**config.mk**
```make
export PLATFORM = sky130hd
export DESIGN_NAME = text_line_column_tracker_unit
export DESIGN_NICKNAME = d
export VERILOG_FILES = /design/src/rtl/tlct_pkg.sv /design/src/rtl/tlct_line_mem.sv /design/src/rtl/tlct_alu.sv /design/src/rtl/text_line_column_tracker_unit.sv
export SDC_FILE = /design/constraint.sdc
export NUM_CORES = 1
export LEC_CHECK = 0
export BUFFER_PORTS_ARGS = -buffer_cell sky130_fd_sc_hd__clkbuf_2
export CORE_MARGIN = 10
export CORE_UTILIZATION = 61
export CTS_CLUSTER_DIAMETER = 150
export DETAILED_ROUTE_END_ITERATION = 10
export MAX_ROUTING_LAYER = met4
export PLACE_DENSITY = 0.8
export SETUP_SLACK_MARGIN = 0.02
export SLEW_MARGIN = 20
export SYNTH_ARGS = -nofsm -noshare
export SYNTH_HDL_FRONTEND = slang
export SYNTH_SLANG_ARGS = --single-unit
```
**constraint.sdc**
```tcl
create_clock -name clk -period 5.3 [get_ports clk]
set_input_delay 0.265 -clock clk [delete_from_list [all_inputs] [get_ports clk]]
set_output_delay 0.265 -clock clk [all_outputs]
set_load 0.03 [all_outputs]
```
**src/rtl/tlct_pkg.sv**
```systemverilog
package tlct_pkg;

  localparam int HISTORY_LINES_DEF = 16;
  localparam int COUNT_BITS_DEF = 16;

  localparam int WIDE_W = 33;
  localparam int SUM_W = 21;
  localparam int CNT_W = 20;
  localparam int LINE_W = 32;
  localparam int COL_W = 16;
  localparam int KIND_W = 2;
  localparam int KEPT_W = 5;
  localparam int CHAR_W = 8;

  localparam logic [CHAR_W-1:0] NL_CODE = 8'd10;
  localparam logic [SUM_W-1:0] SUM_SAT = '1;
  localparam logic [CNT_W-1:0] CHAR_SAT = '1;
  localparam logic [KEPT_W-1:0] KEPT_SAT = '1;
  localparam logic [COL_W-1:0] COL_SAT = '1;

  localparam logic [1:0] ACT_ADVANCE = 2'd0;
  localparam logic [1:0] ACT_RETREAT = 2'd1;
  localparam logic [1:0] ACT_STAT = 2'd2;

  localparam logic [KIND_W-1:0] KIND_LOC = 2'd0;
  localparam logic [KIND_W-1:0] KIND_RETREAT = 2'd1;
  localparam logic [KIND_W-1:0] KIND_STAT = 2'd2;

  typedef enum logic [2:0] {
    ST_IDLE,
    ST_SUM_RD,
    ST_SUM_ADD,
    ST_SUM_END,
    ST_RET_LOOP,
    ST_RET_POP
  } state_t;

  typedef struct packed {
    logic              sub;
    logic [WIDE_W-1:0] a;
    logic [WIDE_W-1:0] b;
  } alu_in_t;

  typedef struct packed {
    logic [SUM_W-1:0]  sat_sum;
    logic              borrow;
    logic [WIDE_W-1:0] diff;
  } alu_out_t;

  function automatic logic [COL_W-1:0] clamp16(input logic [WIDE_W-1:0] v);
    return (v > WIDE_W'(COL_SAT)) ? COL_SAT : v[COL_W-1:0];
  endfunction

endpackage

```
**src/rtl/tlct_line_mem.sv**
```systemverilog
module tlct_line_mem #(
  parameter int DEPTH = tlct_pkg::HISTORY_LINES_DEF,
  parameter int WIDTH = tlct_pkg::COUNT_BITS_DEF
) (
  input  logic                     clk,
  input  logic                     we,
  input  logic [$clog2(DEPTH)-1:0] addr,
  input  logic [WIDTH-1:0]         wdata,
  output logic [WIDTH-1:0]         rdata
);

  logic [WIDTH-1:0] mem [DEPTH];

  always_ff @(posedge clk) begin
    if (we) begin
      mem[addr] <= wdata;
    end
    rdata <= mem[addr];
  end

endmodule

```
**src/rtl/tlct_alu.sv**
```systemverilog
module tlct_alu (
  input  tlct_pkg::alu_in_t  op,
  output tlct_pkg::alu_out_t res
);

  logic [tlct_pkg::WIDE_W:0] a_x;
  logic [tlct_pkg::WIDE_W:0] b_x;
  logic [tlct_pkg::WIDE_W:0] r;

  always_comb begin
    a_x = {1'b0, op.a};
    b_x = op.sub ? ~{1'b0, op.b} : {1'b0, op.b};
    r = a_x + b_x + (tlct_pkg::WIDE_W + 1)'(op.sub);
    res.diff = r[tlct_pkg::WIDE_W-1:0];
    res.borrow = r[tlct_pkg::WIDE_W];
    res.sat_sum = (r > (tlct_pkg::WIDE_W + 1)'(tlct_pkg::SUM_SAT)) ?
                  tlct_pkg::SUM_SAT : r[tlct_pkg::SUM_W-1:0];
  end

endmodule

```
**src/rtl/text_line_column_tracker_unit.sv**
```systemverilog
// An advance item leaves busy low, so characters can follow one per cycle; a
// token's last character strobes a location result in the cycle after its transfer.
// A stat query reads and adds each finished line length kept in the memory, busy
// high throughout; its result is strobed as busy drops. A retreat walks them the
// same way and ends in a range error if its count exceeds the kept characters; else
// it shortens lines, popping emptied ones, until the count is used up or lines run
// out. Results cannot be stalled. Synchronous reset resets the control and position
// registers; a memory entry is always written by a newline before it is read.
module text_line_column_tracker_unit #(
  parameter int HISTORY_LINES = tlct_pkg::HISTORY_LINES_DEF,
  parameter int COUNT_BITS = tlct_pkg::COUNT_BITS_DEF
) (
  input  logic                        clk,
  input  logic                        rst,
  input  logic                        start,
  output logic                        busy,
  input  logic [1:0]                  action,
  input  logic [tlct_pkg::CHAR_W-1:0] char_code,
  input  logic                        first_of_text,
  input  logic                        last_of_text,
  input  logic [tlct_pkg::CNT_W-1:0]  retreat_count,
  output logic                        result_valid,
  output logic [tlct_pkg::KIND_W-1:0] result_kind,
  output logic [tlct_pkg::LINE_W-1:0] begin_line,
  output logic [tlct_pkg::COL_W-1:0]  begin_col,
  output logic [tlct_pkg::LINE_W-1:0] end_line,
  output logic [tlct_pkg::COL_W-1:0]  end_col,
  output logic [tlct_pkg::LINE_W-1:0] first_kept_line,
  output logic [tlct_pkg::KEPT_W-1:0] kept_line_count,
  output logic [tlct_pkg::CNT_W-1:0]  char_count,
  output logic                        range_error
);

  localparam int SLOT_W = $clog2(HISTORY_LINES);
  localparam logic [SLOT_W-1:0] LAST_OFF = SLOT_W'(HISTORY_LINES - 1);
  localparam logic [SLOT_W:0] DEPTH_X = (SLOT_W + 1)'(HISTORY_LINES);

  tlct_pkg::state_t state, state_next;

  logic [SLOT_W-1:0]           top_offset, top_offset_next;
  logic [SLOT_W-1:0]           oldest_slot, oldest_slot_next;
  logic [SLOT_W-1:0]           idx, idx_next;
  logic [tlct_pkg::LINE_W-1:0] oldest_line, oldest_line_next;
  logic [tlct_pkg::LINE_W-1:0] cur_line, cur_line_next;
  logic [COUNT_BITS-1:0]       cur_len, cur_len_next;
  logic [tlct_pkg::LINE_W-1:0] lat_line, lat_line_next;
  logic [tlct_pkg::COL_W-1:0]  lat_col, lat_col_next;
  logic [tlct_pkg::SUM_W-1:0]  acc, acc_next;
  logic [tlct_pkg::CNT_W-1:0]  rem, rem_next;
  logic                        is_stat, is_stat_next;

  logic                        result_valid_next;
  logic [tlct_pkg::KIND_W-1:0] result_kind_next;
  logic [tlct_pkg::LINE_W-1:0] begin_line_next;
  logic [tlct_pkg::COL_W-1:0]  begin_col_next;
  logic [tlct_pkg::LINE_W-1:0] end_line_next;
  logic [tlct_pkg::COL_W-1:0]  end_col_next;
  logic [tlct_pkg::LINE_W-1:0] first_kept_line_next;
  logic [tlct_pkg::KEPT_W-1:0] kept_line_count_next;
  logic [tlct_pkg::CNT_W-1:0]  char_count_next;
  logic                        range_error_next;

  logic                        accept;
  logic                        is_nl;
  logic                        full;
  logic [COUNT_BITS-1:0]       new_len;
  logic [tlct_pkg::WIDE_W-1:0] end_pos;
  logic [tlct_pkg::COL_W-1:0]  bc_latched;
  logic [tlct_pkg::LINE_W-1:0] bl_latched;
  logic [SLOT_W-1:0]           off_sel;
  logic [SLOT_W:0]             slot_sum;
  logic [SLOT_W-1:0]           mem_addr;
  logic                        mem_we;
  logic [COUNT_BITS-1:0]       mem_rdata;
  logic [tlct_pkg::LINE_W-1:0] kept_full;
  tlct_pkg::alu_in_t           alu_in;
  tlct_pkg::alu_out_t          alu_out;

  tlct_line_mem #(
    .DEPTH(HISTORY_LINES),
    .WIDTH(COUNT_BITS)
  ) u_line_mem (
    .clk  (clk),
    .we   (mem_we),
    .addr (mem_addr),
    .wdata(new_len),
    .rdata(mem_rdata)
  );

  tlct_alu u_alu (
    .op (alu_in),
    .res(alu_out)
  );

  assign busy = (state != tlct_pkg::ST_IDLE);
  assign accept = start & ~busy;
  assign is_nl = (char_code == tlct_pkg::NL_CODE);
  assign full = (top_offset == LAST_OFF);
  assign new_len = (&cur_len) ? cur_len : cur_len + COUNT_BITS'(1);
  assign end_pos = tlct_pkg::WIDE_W'(new_len) - tlct_pkg::WIDE_W'(1);
  assign bc_latched = first_of_text ?
                      tlct_pkg::clamp16(tlct_pkg::WIDE_W'(cur_len) + tlct_pkg::WIDE_W'(1)) :
                      lat_col;
  assign bl_latched = first_of_text ? cur_line : lat_line;
  assign kept_full = tlct_pkg::LINE_W'(top_offset) + tlct_pkg::LINE_W'(1);

  // Physical slot of a line offset, counted from the oldest kept line.
  always_comb begin
    case (state)
      tlct_pkg::ST_SUM_RD: off_sel = idx;
      tlct_pkg::ST_RET_LOOP: off_sel = top_offset - SLOT_W'(1);
      default: off_sel = top_offset;
    endcase
    slot_sum = (SLOT_W + 1)'(oldest_slot) + (SLOT_W + 1)'(off_sel);
    mem_addr = (slot_sum >= DEPTH_X) ? SLOT_W'(slot_sum - DEPTH_X) : slot_sum[SLOT_W-1:0];
  end

  always_comb begin
    alu_in = '0;
    case (state)
      tlct_pkg::ST_IDLE: begin
        alu_in.b = tlct_pkg::WIDE_W'(cur_len);
      end
      tlct_pkg::ST_SUM_ADD: begin
        alu_in.a = tlct_pkg::WIDE_W'(acc);
        alu_in.b = tlct_pkg::WIDE_W'(mem_rdata);
      end
      tlct_pkg::ST_SUM_END: begin
        alu_in.sub = 1'b1;
        alu_in.a = tlct_pkg::WIDE_W'(acc);
        alu_in.b = tlct_pkg::WIDE_W'(rem);
      end
      tlct_pkg::ST_RET_LOOP: begin
        alu_in.sub = 1'b1;
        alu_in.a = tlct_pkg::WIDE_W'(cur_len);
        alu_in.b = tlct_pkg::WIDE_W'(rem);
      end
      default: begin
        alu_in = '0;
      end
    endcase
  end

  always_comb begin
    state_next = state;
    top_offset_next = top_offset;
    oldest_slot_next = oldest_slot;
    idx_next = idx;
    oldest_line_next = oldest_line;
    cur_line_next = cur_line;
    cur_len_next = cur_len;
    lat_line_next = lat_line;
    lat_col_next = lat_col;
    acc_next = acc;
    rem_next = rem;
    is_stat_next = is_stat;
    mem_we = 1'b0;

    result_valid_next = 1'b0;
    result_kind_next = tlct_pkg::KIND_LOC;
    begin_line_next = '0;
    begin_col_next = '0;
    end_line_next = '0;
    end_col_next = '0;
    first_kept_line_next = '0;
    kept_line_count_next = '0;
    char_count_next = '0;
    range_error_next = 1'b0;

    case (state)
      tlct_pkg::ST_IDLE: begin
        if (accept && action == tlct_pkg::ACT_ADVANCE) begin
          lat_line_next = bl_latched;
          lat_col_next = bc_latched;
          cur_len_next = new_len;
          if (is_nl) begin
            mem_we = 1'b1;
            cur_len_next = '0;
            cur_line_next = cur_line + tlct_pkg::LINE_W'(1);
            if (full) begin
              oldest_slot_next = (oldest_slot == LAST_OFF) ? '0 : oldest_slot + SLOT_W'(1);
              oldest_line_next = oldest_line + tlct_pkg::LINE_W'(1);
            end else begin
              top_offset_next = top_offset + SLOT_W'(1);
            end
          end
          if (last_of_text) begin
            result_valid_next = 1'b1;
            result_kind_next = tlct_pkg::KIND_LOC;
            begin_line_next = bl_latched;
            end_line_next = cur_line;
            if (is_nl) begin
              end_col_next = tlct_pkg::clamp16(end_pos);
              begin_col_next = (tlct_pkg::WIDE_W'(new_len) == tlct_pkg::WIDE_W'(bc_latched)) ?
                               tlct_pkg::clamp16(end_pos) : bc_latched;
            end else begin
              end_col_next = tlct_pkg::clamp16(tlct_pkg::WIDE_W'(new_len));
              begin_col_next = bc_latched;
            end
          end
        end else if (accept && (action == tlct_pkg::ACT_RETREAT ||
                                action == tlct_pkg::ACT_STAT)) begin
          acc_next = alu_out.sat_sum;
          idx_next = '0;
          rem_next = retreat_count;
          is_stat_next = (action == tlct_pkg::ACT_STAT);
          state_next = (top_offset == '0) ? tlct_pkg::ST_SUM_END : tlct_pkg::ST_SUM_RD;
        end
      end
      tlct_pkg::ST_SUM_RD: begin
        state_next = tlct_pkg::ST_SUM_ADD;
      end
      tlct_pkg::ST_SUM_ADD: begin
        acc_next = alu_out.sat_sum;
        idx_next = idx + SLOT_W'(1);
        state_next = (idx == top_offset - SLOT_W'(1)) ?
                     tlct_pkg::ST_SUM_END : tlct_pkg::ST_SUM_RD;
      end
      tlct_pkg::ST_SUM_END: begin
        if (is_stat) begin
          result_valid_next = 1'b1;
          result_kind_next = tlct_pkg::KIND_STAT;
          first_kept_line_next = oldest_line;
          kept_line_count_next = (kept_full > tlct_pkg::LINE_W'(tlct_pkg::KEPT_SAT)) ?
                                 tlct_pkg::KEPT_SAT : kept_full[tlct_pkg::KEPT_W-1:0];
          char_count_next = (acc > tlct_pkg::SUM_W'(tlct_pkg::CHAR_SAT)) ?
                            tlct_pkg::CHAR_SAT : acc[tlct_pkg::CNT_W-1:0];
          state_next = tlct_pkg::ST_IDLE;
        end else if (alu_out.borrow) begin
          result_valid_next = 1'b1;
          result_kind_next = tlct_pkg::KIND_RETREAT;
          range_error_next = 1'b1;
          state_next = tlct_pkg::ST_IDLE;
        end else begin
          state_next = tlct_pkg::ST_RET_LOOP;
        end
      end
      tlct_pkg::ST_RET_LOOP: begin
        if (rem == '0) begin
          result_valid_next = 1'b1;
          result_kind_next = tlct_pkg::KIND_RETREAT;
          state_next = tlct_pkg::ST_IDLE;
        end else if (cur_len == '0) begin
          if (top_offset == '0) begin
            result_valid_next = 1'b1;
            result_kind_next = tlct_pkg::KIND_RETREAT;
            range_error_next = 1'b1;
            state_next = tlct_pkg::ST_IDLE;
          end else begin
            top_offset_next = top_offset - SLOT_W'(1);
            cur_line_next = cur_line - tlct_pkg::LINE_W'(1);
            state_next = tlct_pkg::ST_RET_POP;
          end
        end else if (alu_out.borrow) begin
          cur_len_next = '0;
          rem_next = tlct_pkg::CNT_W'(tlct_pkg::WIDE_W'(0) - alu_out.diff);
        end else begin
          cur_len_next = COUNT_BITS'(alu_out.diff);
          rem_next = '0;
        end
      end
      tlct_pkg::ST_RET_POP: begin
        cur_len_next = mem_rdata;
        if (mem_rdata == '0) begin
          result_valid_next = 1'b1;
          result_kind_next = tlct_pkg::KIND_RETREAT;
          range_error_next = 1'b1;
          state_next = tlct_pkg::ST_IDLE;
        end else begin
          state_next = tlct_pkg::ST_RET_LOOP;
        end
      end
      default: begin
        state_next = tlct_pkg::ST_IDLE;
      end
    endcase
  end

  always_ff @(posedge clk) begin
    if (rst) begin
      state <= tlct_pkg::ST_IDLE;
      top_offset <= '0;
      oldest_slot <= '0;
      oldest_line <= tlct_pkg::LINE_W'(1);
      cur_line <= tlct_pkg::LINE_W'(1);
      cur_len <= '0;
      lat_line <= '0;
      lat_col <= '0;
      result_valid <= 1'b0;
    end else begin
      state <= state_next;
      top_offset <= top_offset_next;
      oldest_slot <= oldest_slot_next;
      oldest_line <= oldest_line_next;
      cur_line <= cur_line_next;
      cur_len <= cur_len_next;
      lat_line <= lat_line_next;
      lat_col <= lat_col_next;
      result_valid <= result_valid_next;
    end
  end

  always_ff @(posedge clk) begin
    idx <= idx_next;
    acc <= acc_next;
    rem <= rem_next;
    is_stat <= is_stat_next;
    result_kind <= result_kind_next;
    begin_line <= begin_line_next;
    begin_col <= begin_col_next;
    end_line <= end_line_next;
    end_col <= end_col_next;
    first_kept_line <= first_kept_line_next;
    kept_line_count <= kept_line_count_next;
    char_count <= char_count_next;
    range_error <= range_error_next;
  end

endmodule

```
### Yosys cells after proc, flatten, opt, wreduce, memory -nomap -nowiden

Memories as Yosys holds them, arrays and structs flattened. A register that Yosys moved wholly into a read port is not among the register bits.
Cells that the tools add are included.

* mux-type cells: 84
* bitwise gates (word level): 4
* reduce and logical (&&, ||, !) cells: 27
* shift-type cells: 0
* $mul: 0
* eq/ne operators: 22
* divide/modulo/power cells: 0
* add/subtract/negate cells: 16
* magnitude comparators: 6

Operators with widths (count)
* $mux 16: 12
* $mux 32: 6
* $mux 20: 6
* $pmux 21 s2: 2
* $add 32x1->32 const B: 2
* $pmux 32 s2: 1
* $mux 21: 3
* $pmux 20 s3: 1
* $pmux 16 s3: 1
* $mux 4: 10
* $pmux 20 s2: 1
* $add 21x34->34: 1
* $add 34x1->34: 1
* $gt 34x21->1 const B: 1
* $mux 34: 1
* $not 20->34: 1
* $gt 33x16->1 const B: 1
* $logic_not 16->1: 2
* $sub 32x1->32 const B: 1
* $mux 3: 8
* $pmux 4 s2: 3
* $gt 21x20->1 const B: 1
* $mux 1: 21
* $logic_not 20->1: 1
* other kinds (45): 71

* output and inout bits: 158
* memory bits (writable): 256
* register bits after elaboration: 342
* bits in latches: 0
* input port bits: 35
* word-level logic and storage cells: 182
* bits in read-only memories: 0
* memories kept: 1

Memories
* u_line_mem.mem: words 16, width 16, read ports 1, clocked after Yosys merged registers in 1, write ports 1, line tlct_line_mem.sv:12 `logic [WIDTH-1:0] mem [DEPTH];`

### Depth between registers and ports, before layout

* depth after elaboration: 12
* gate-level depth with buffers: 20
* gate-level depth less buffers: 17

### By module

A second synthesis with hierarchy kept.

* cell total of the unflattened synthesis: 2725
* area, all modules: 29176.7 µm²

Modules (own cells, without submodules)
* text_line_column_tracker_unit: sequential area each 7307.0 µm², area an instance 16490.8 µm², times used 1, cells each 1908
* tlct_line_mem: sequential area each 8007.7 µm², area an instance 10023.4 µm², times used 1, cells each 434
* tlct_alu: sequential area each 0.0 µm², area an instance 2662.6 µm², times used 1, cells each 383

### Worst setup path after synthesis

Ideal clock, no wire load.

* path kind: register to register
* start: register state[1]
* end: register acc[8] (netlist name), data pin
* slack: 0.562 ns
* arrival time: 4.464 ns
* library setup time: 0.273 ns
* path buffers: 3
* period minus slack after synthesis: 4.738 ns
* required time: 5.027 ns
* cell stages (with the launch flop): 19
* cells stage by stage: dfxtp_1 -> nor2_2 -> nand2_4 -> inv_2 -> clkbuf_1 -> a22o_1 -> ha_1 -> a21o_1 -> a21o_1 -> a21o_1 -> a221o_1 -> inv_1 -> a211oi_2 -> o41ai_2 -> nand2_1 -> o31ai_1 -> buf_2 -> buf_4 -> nand2_1

* word-level cells in the longest chain between the ends: 12
* elaborated cells between the ends (all ways): 18
* classes of those cells: 2 x add/sub; 1 x order compare; 3 x eq/ne; 8 x mux; 1 x bitwise; 3 x reduce/logical

RTL lines
* start: declaration: line text_line_column_tracker_unit.sv:38 `tlct_pkg::state_t state, state_next;`
* start signal: assignment: line text_line_column_tracker_unit.sv:281 `state <= tlct_pkg::ST_IDLE;`
* start signal: assignment: line text_line_column_tracker_unit.sv:291 `state <= state_next;`
* $eq 3x3->1 or $eq 3x2->1 (tied branches): line text_line_column_tracker_unit.sv:120 `case (state)`
* $reduce_or 2->1 (no line)
* $pmux 20 s3: line text_line_column_tracker_unit.sv:120
* $not 20->34: line tlct_alu.sv:12 `b_x = op.sub ? ~{1'b0, op.b} : {1'b0, op.b};`
* $mux 34: line tlct_alu.sv:12
* $add 21x34->34: line tlct_alu.sv:13 `r = a_x + b_x + (tlct_pkg::WIDE_W + 1)'(op.sub);`
* $add 34x1->34: line tlct_alu.sv:13
* $gt 34x21->1: line tlct_alu.sv:16 `res.sat_sum = (r > (tlct_pkg::WIDE_W + 1)'(tlct_pkg::SUM_SAT)) ?`
* $mux 21: line tlct_alu.sv:16
* $mux 21: line text_line_column_tracker_unit.sv:201 `end else if (accept && (action == tlct_pkg::ACT_RETREAT ||`
* $mux 21: line text_line_column_tracker_unit.sv:172 `if (accept && action == tlct_pkg::ACT_ADVANCE) begin`
* $pmux 21 s2 (*): line text_line_column_tracker_unit.sv:170 `case (state)`
* end signal: assignment: line text_line_column_tracker_unit.sv:305 `acc <= acc_next;`
* end: declaration: line text_line_column_tracker_unit.sv:48 `logic [tlct_pkg::SUM_W-1:0] acc, acc_next;`

Mark *: on every way between the ends. The rest lies on a longest branch, timed or not. The select of a mux whose other input is x is not followed.
A chain may end at the register's enable or synchronous reset.

### Worst setup path after layout

* start: register cur_len[3]
* end: register end_col[11] (netlist name)

* word-level cells in the longest chain between the ends: 6
* elaborated cells between the ends (all ways): 7
* classes of those cells: 2 x add/sub; 1 x order compare; 3 x mux; 1 x reduce/logical

RTL lines
* start: declaration: line text_line_column_tracker_unit.sv:45 `logic [COUNT_BITS-1:0] cur_len, cur_len_next;`
* start signal: assignment: line text_line_column_tracker_unit.sv:296 `cur_len <= cur_len_next;`
* $reduce_and 16->1 (*): line text_line_column_tracker_unit.sv:99 `assign new_len = (&cur_len) ? cur_len : cur_len + COUNT_BITS'(1);`
* $mux 16 (*): line text_line_column_tracker_unit.sv:99
* net new_len[0]: line text_line_column_tracker_unit.sv:66 `logic [COUNT_BITS-1:0] new_len;`
* $sub 16x1->17 (*): line text_line_column_tracker_unit.sv:100 `assign end_pos = tlct_pkg::WIDE_W'(new_len) - tlct_pkg::WIDE_W'(1);`
* $gt 33x16->1: line tlct_pkg.sv:51 `return (v > WIDE_W'(COL_SAT)) ? COL_SAT : v[COL_W-1:0];`
* $mux 16 (*): line tlct_pkg.sv:51
* $mux 16 (*): line text_line_column_tracker_unit.sv:192 `if (is_nl) begin`
* end signal: assignment: line text_line_column_tracker_unit.sv:312 `end_col <= end_col_next;`
* end: declaration: line text_line_column_tracker_unit.sv:27 `output logic [tlct_pkg::COL_W-1:0] end_col,`

The timed path passes the listed nets; every way through them passes the cells marked *.

==> flow_summary.ini <==
[clock_network]
cts.sinks = 614
htree_num_levels = 2
cts.reportedPaths.clkPinSlew_ns = 0.06
cts_root_buffer = clkbuf_16
cts_setup_buffers = 0
cts_tree = done
clk_latency_ns = 0.64
clk_path_buf_depth = 3
numCtsBuffers = 58

[detailed_routing]
wl_per_cell_um = 22.92
ant_nets = 0
drtIter0Drc = 2702
drt_wl_total_mm = 77.42
vias = 21293
drc = 0
firstDrtPassIters = 5
vias_per_cell = 6.303

[yosys]
syn_area_um2 = 27840
synthXorXnorAreaFrac = 0.04090
synth-edff-count = 302
ys_seq_area_frac = 0.5502
async_flop_share = 0
syn_nets = 2634
ys_warn_count = 0
synth_flop_cell = dfxtp_1
synth_top_area_cell = edfxtp_1
yosys.area_share.adder = 0.03272
synth_area_leaders = edfxtp_1 33%, dfxtp_1 22%, mux4_2 5.2%, nand2_1 3.7%, nor2_1 3.3%
syn_inst = 2528
synth_compound_area_frac = 0.1209
muxShareOfSynthArea = 0.07466
synth_cell_types = 96
ys_ff_latch = 614
synth_top_area_frac = 0.3258
synth_top_family_by_area = simple AND/OR/NAND/NOR gates
avgSynthCellArea_um2 = 11.01
synthSimpleGateAreaFrac = 0.1506

[floorplan]
coreArea_um2 = 45280
row_count = 78
die_h_um = 233.6
die_x_um = 233.6
fp.dieArea_um2 = 54580
top_level_ports = 193
initial_utilization = 0.6147

[sta]
setup-tns-final_ns = 0
rsz0062_at_grt = no
max_freq_mhz = 202.7
fin_crit_sh = 0.9306
worst_slack_ns = 0.3677
drv_slew = 0
finalCriticalPeriod_ns = 4.932
hold_ws_ns = 0.09446
finalSetupViolations = 0
worstMarginPinSlew_ns = 1.094
finalHoldViolCount = 0
relSlewSlack = 0.2709
skew_ns = 0.03908

[placed_design]
io_buffers = 192
placed_cell_area_um2 = 29670
dp_slack_ns = 0.3326
dp_cells = 3247
globalplace.congestion = 1.028
dp_hpwl_mm = 52.55

[grt]
grt_antenna_before_repair = 1
grt-ovfl-total = 0
grtUsageMet3 = 0.04841
grt_util_all_layers = 0.2869
gr-usage-met1 = 0.3771
met2_usage = 0.4469
grt_max_degree = 100
grt_pass1_vias = 20559
top_usage_layer = met2
grt_pass1_wl_mm = 119.5

[cells_and_area]
final_area_um2 = 31860
num-fill-cells = 3214
final_util = 0.7037
fin_nets = 2834
mostFrequentLayoutCell = dfxtp_1
area_delta_synth_final_pct = 14.47
layout-drive-gt1-share = 0.1798
final_cell_mix = 311 x dfxtp_1, 302 x edfxtp_1, 277 x nand2_1, 239 x nor2_1, 192 x clkbuf_2
final_cells = 3378

[setup_path]
reg2reg_depth = 16
end_kind = flip-flop
cp.required_ns = 5.85
reg2reg_slack_ns = 0.37
worstPathMaxFanout = 15
cp-start-kind = flip-flop
worst_r2r_endpoint = end_col[11]$_SDFF_PN0_
worst-setup-path-type = flip-flop to flip-flop
reg2reg_from = cur_len[3]$_SDFFE_PP0P_
critPathArrivalTime_ns = 5.48

[power_and_ir_drop]
power_mw = 11.11
p_leak_nw = 12.44
powerDensity_nw_per_um2 = 348.7
peakVddDrop_uv = 321.3

[outcome]
status = completed

[run]
drv_cap = 0

[min_path]
holdPathEnd = is_stat$_DFFE_PP_
min_from = action[0]
hold_depth = 3
hp-class = input pin to flip-flop
[cells in the mapped netlist, types with 7 or more instances]
cell type  number
nand2b_1       23
edfxtp_1      302
o21ai_0        68
ha_1           68
o31ai_1        22
o22a_1         15
nor3_1         41
xor2_1         52
nor4_1         19
mux4_2         64
dfxtp_1       312
a221oi_1       12
a211oi_1       47
a31oi_1        35
inv_1          49
or2_2           7
a22o_1         14
buf_1          18
nand3_1        56
a21oi_1       141
and2_1         33
and4_1          8
nand4_1        21
o211ai_1       10
mux2i_1        60
o22ai_1        21
xnor2_1        78
o21a_1         13
or3_1          16
nor2b_1         9
nand2_1       278
nor2_1        243
clkbuf_1      120
buf_2          11
a21o_1         26
and3_1         80
[sequential cells by signal (all words and copies together) (netlist names), 20 cells and up]
| register | count |
|---|---|
| u_line_mem.mem | 256 |
| begin_line | 32 |
| cur_line | 32 |
| end_line | 32 |
| first_kept_line | 32 |
| lat_line | 32 |
| oldest_line | 32 |
| acc | 21 |
| char_count | 20 |
| rem | 20 |
[critical path: stages (launching register included)]
cell and delay, ns:
dfxtp_1 0.61, nand4_2 0.38, nor4_4 0.53, inv_2 0.21
ha_1 0.35, inv_1 0.14, ha_1 0.28, inv_1 0.07
a221o_1 0.36, or3_1 0.47, nor2_2 0.19, nand4_2 0.18
or3_4 0.50, and3_1 0.19, nand2b_1 0.07, a21oi_1 0.07
a311oi_1 0.25
[area by class of cell]
class                   count  area (um^2)  share of cell area
multi-input cells        1704        11800              0.3704
repair buffers            297         1821             0.05713
clock inverters            35        381.6             0.01198
inverters                  53        198.9            0.006243
well taps                 600        750.7             0.02356
diodes                      2        5.005           0.0001571
clock buffers              73         1590             0.04991
flip-flops and latches    614        15320              0.4807
[metal layers]
layer	share of wire	up-vias
met5	0	-
met4	0.033	0
met3	0.092	190
met2	0.47	1089
met1	0.41	10367
li1	-	9647
[report_power, final]
part / total, mW / switching, mW / internal (mW) / leakage, nW
Combinational: 1.57 / 0.983 / 0.585 / 6.09
Sequential: 5.27 / 0.155 / 5.12 / 5.37
Clock: 4.27 / 1.84 / 2.43 / 0.975
[logic make-up (layout without fill, tap and decap cells)]
kind of cell,count (synthesis),count (layout)
AO/OA/AOI/OAI,500,500
XOR/XNOR,130,130
adder cells (fa/ha/maj),71,71
buffers and inverters,210,458
flip-flops,614,614
multiplexers,127,127
other,0,2
AND/OR/NAND/NOR,876,876
[how the worst max path moves through the flow]
stage / from / end / slack, ns / cells past startpoint
5_1_grt: cur_len[3]$_SDFFE_PP0P_ / end_col[9]$_SDFF_PN0_ / 0.09 / 16
4_1_cts: state[0]$_SDFFE_PP0P_ / acc[0]$_SDFFCE_PN1P_ / 0.29 / 16
2_1_floorplan: state[1]$_SDFFE_PP0P_ / acc[8]$_SDFFCE_PN1P_ / 0.56 / 18
3_3_place_gp: state[0]$_SDFFE_PP0P_ / acc[0]$_SDFFCE_PN1P_ / 0.48 / 16
6_report: cur_len[3]$_SDFFE_PP0P_ / end_col[11]$_SDFF_PN0_ / 0.37 / 16
3_5_place_dp: cur_len[3]$_SDFFE_PP0P_ / end_col[11]$_SDFF_PN0_ / 0.33 / 16
[timing repair]
item | CTS | global route
gates resized for setup | 0 | 3
setup endpoints to repair | 0 | 23
hold buffers | 21 | 0
endpoints found under the hold margin | 21 | 0
Note: power is estimated with default switching activity, not from simulation.
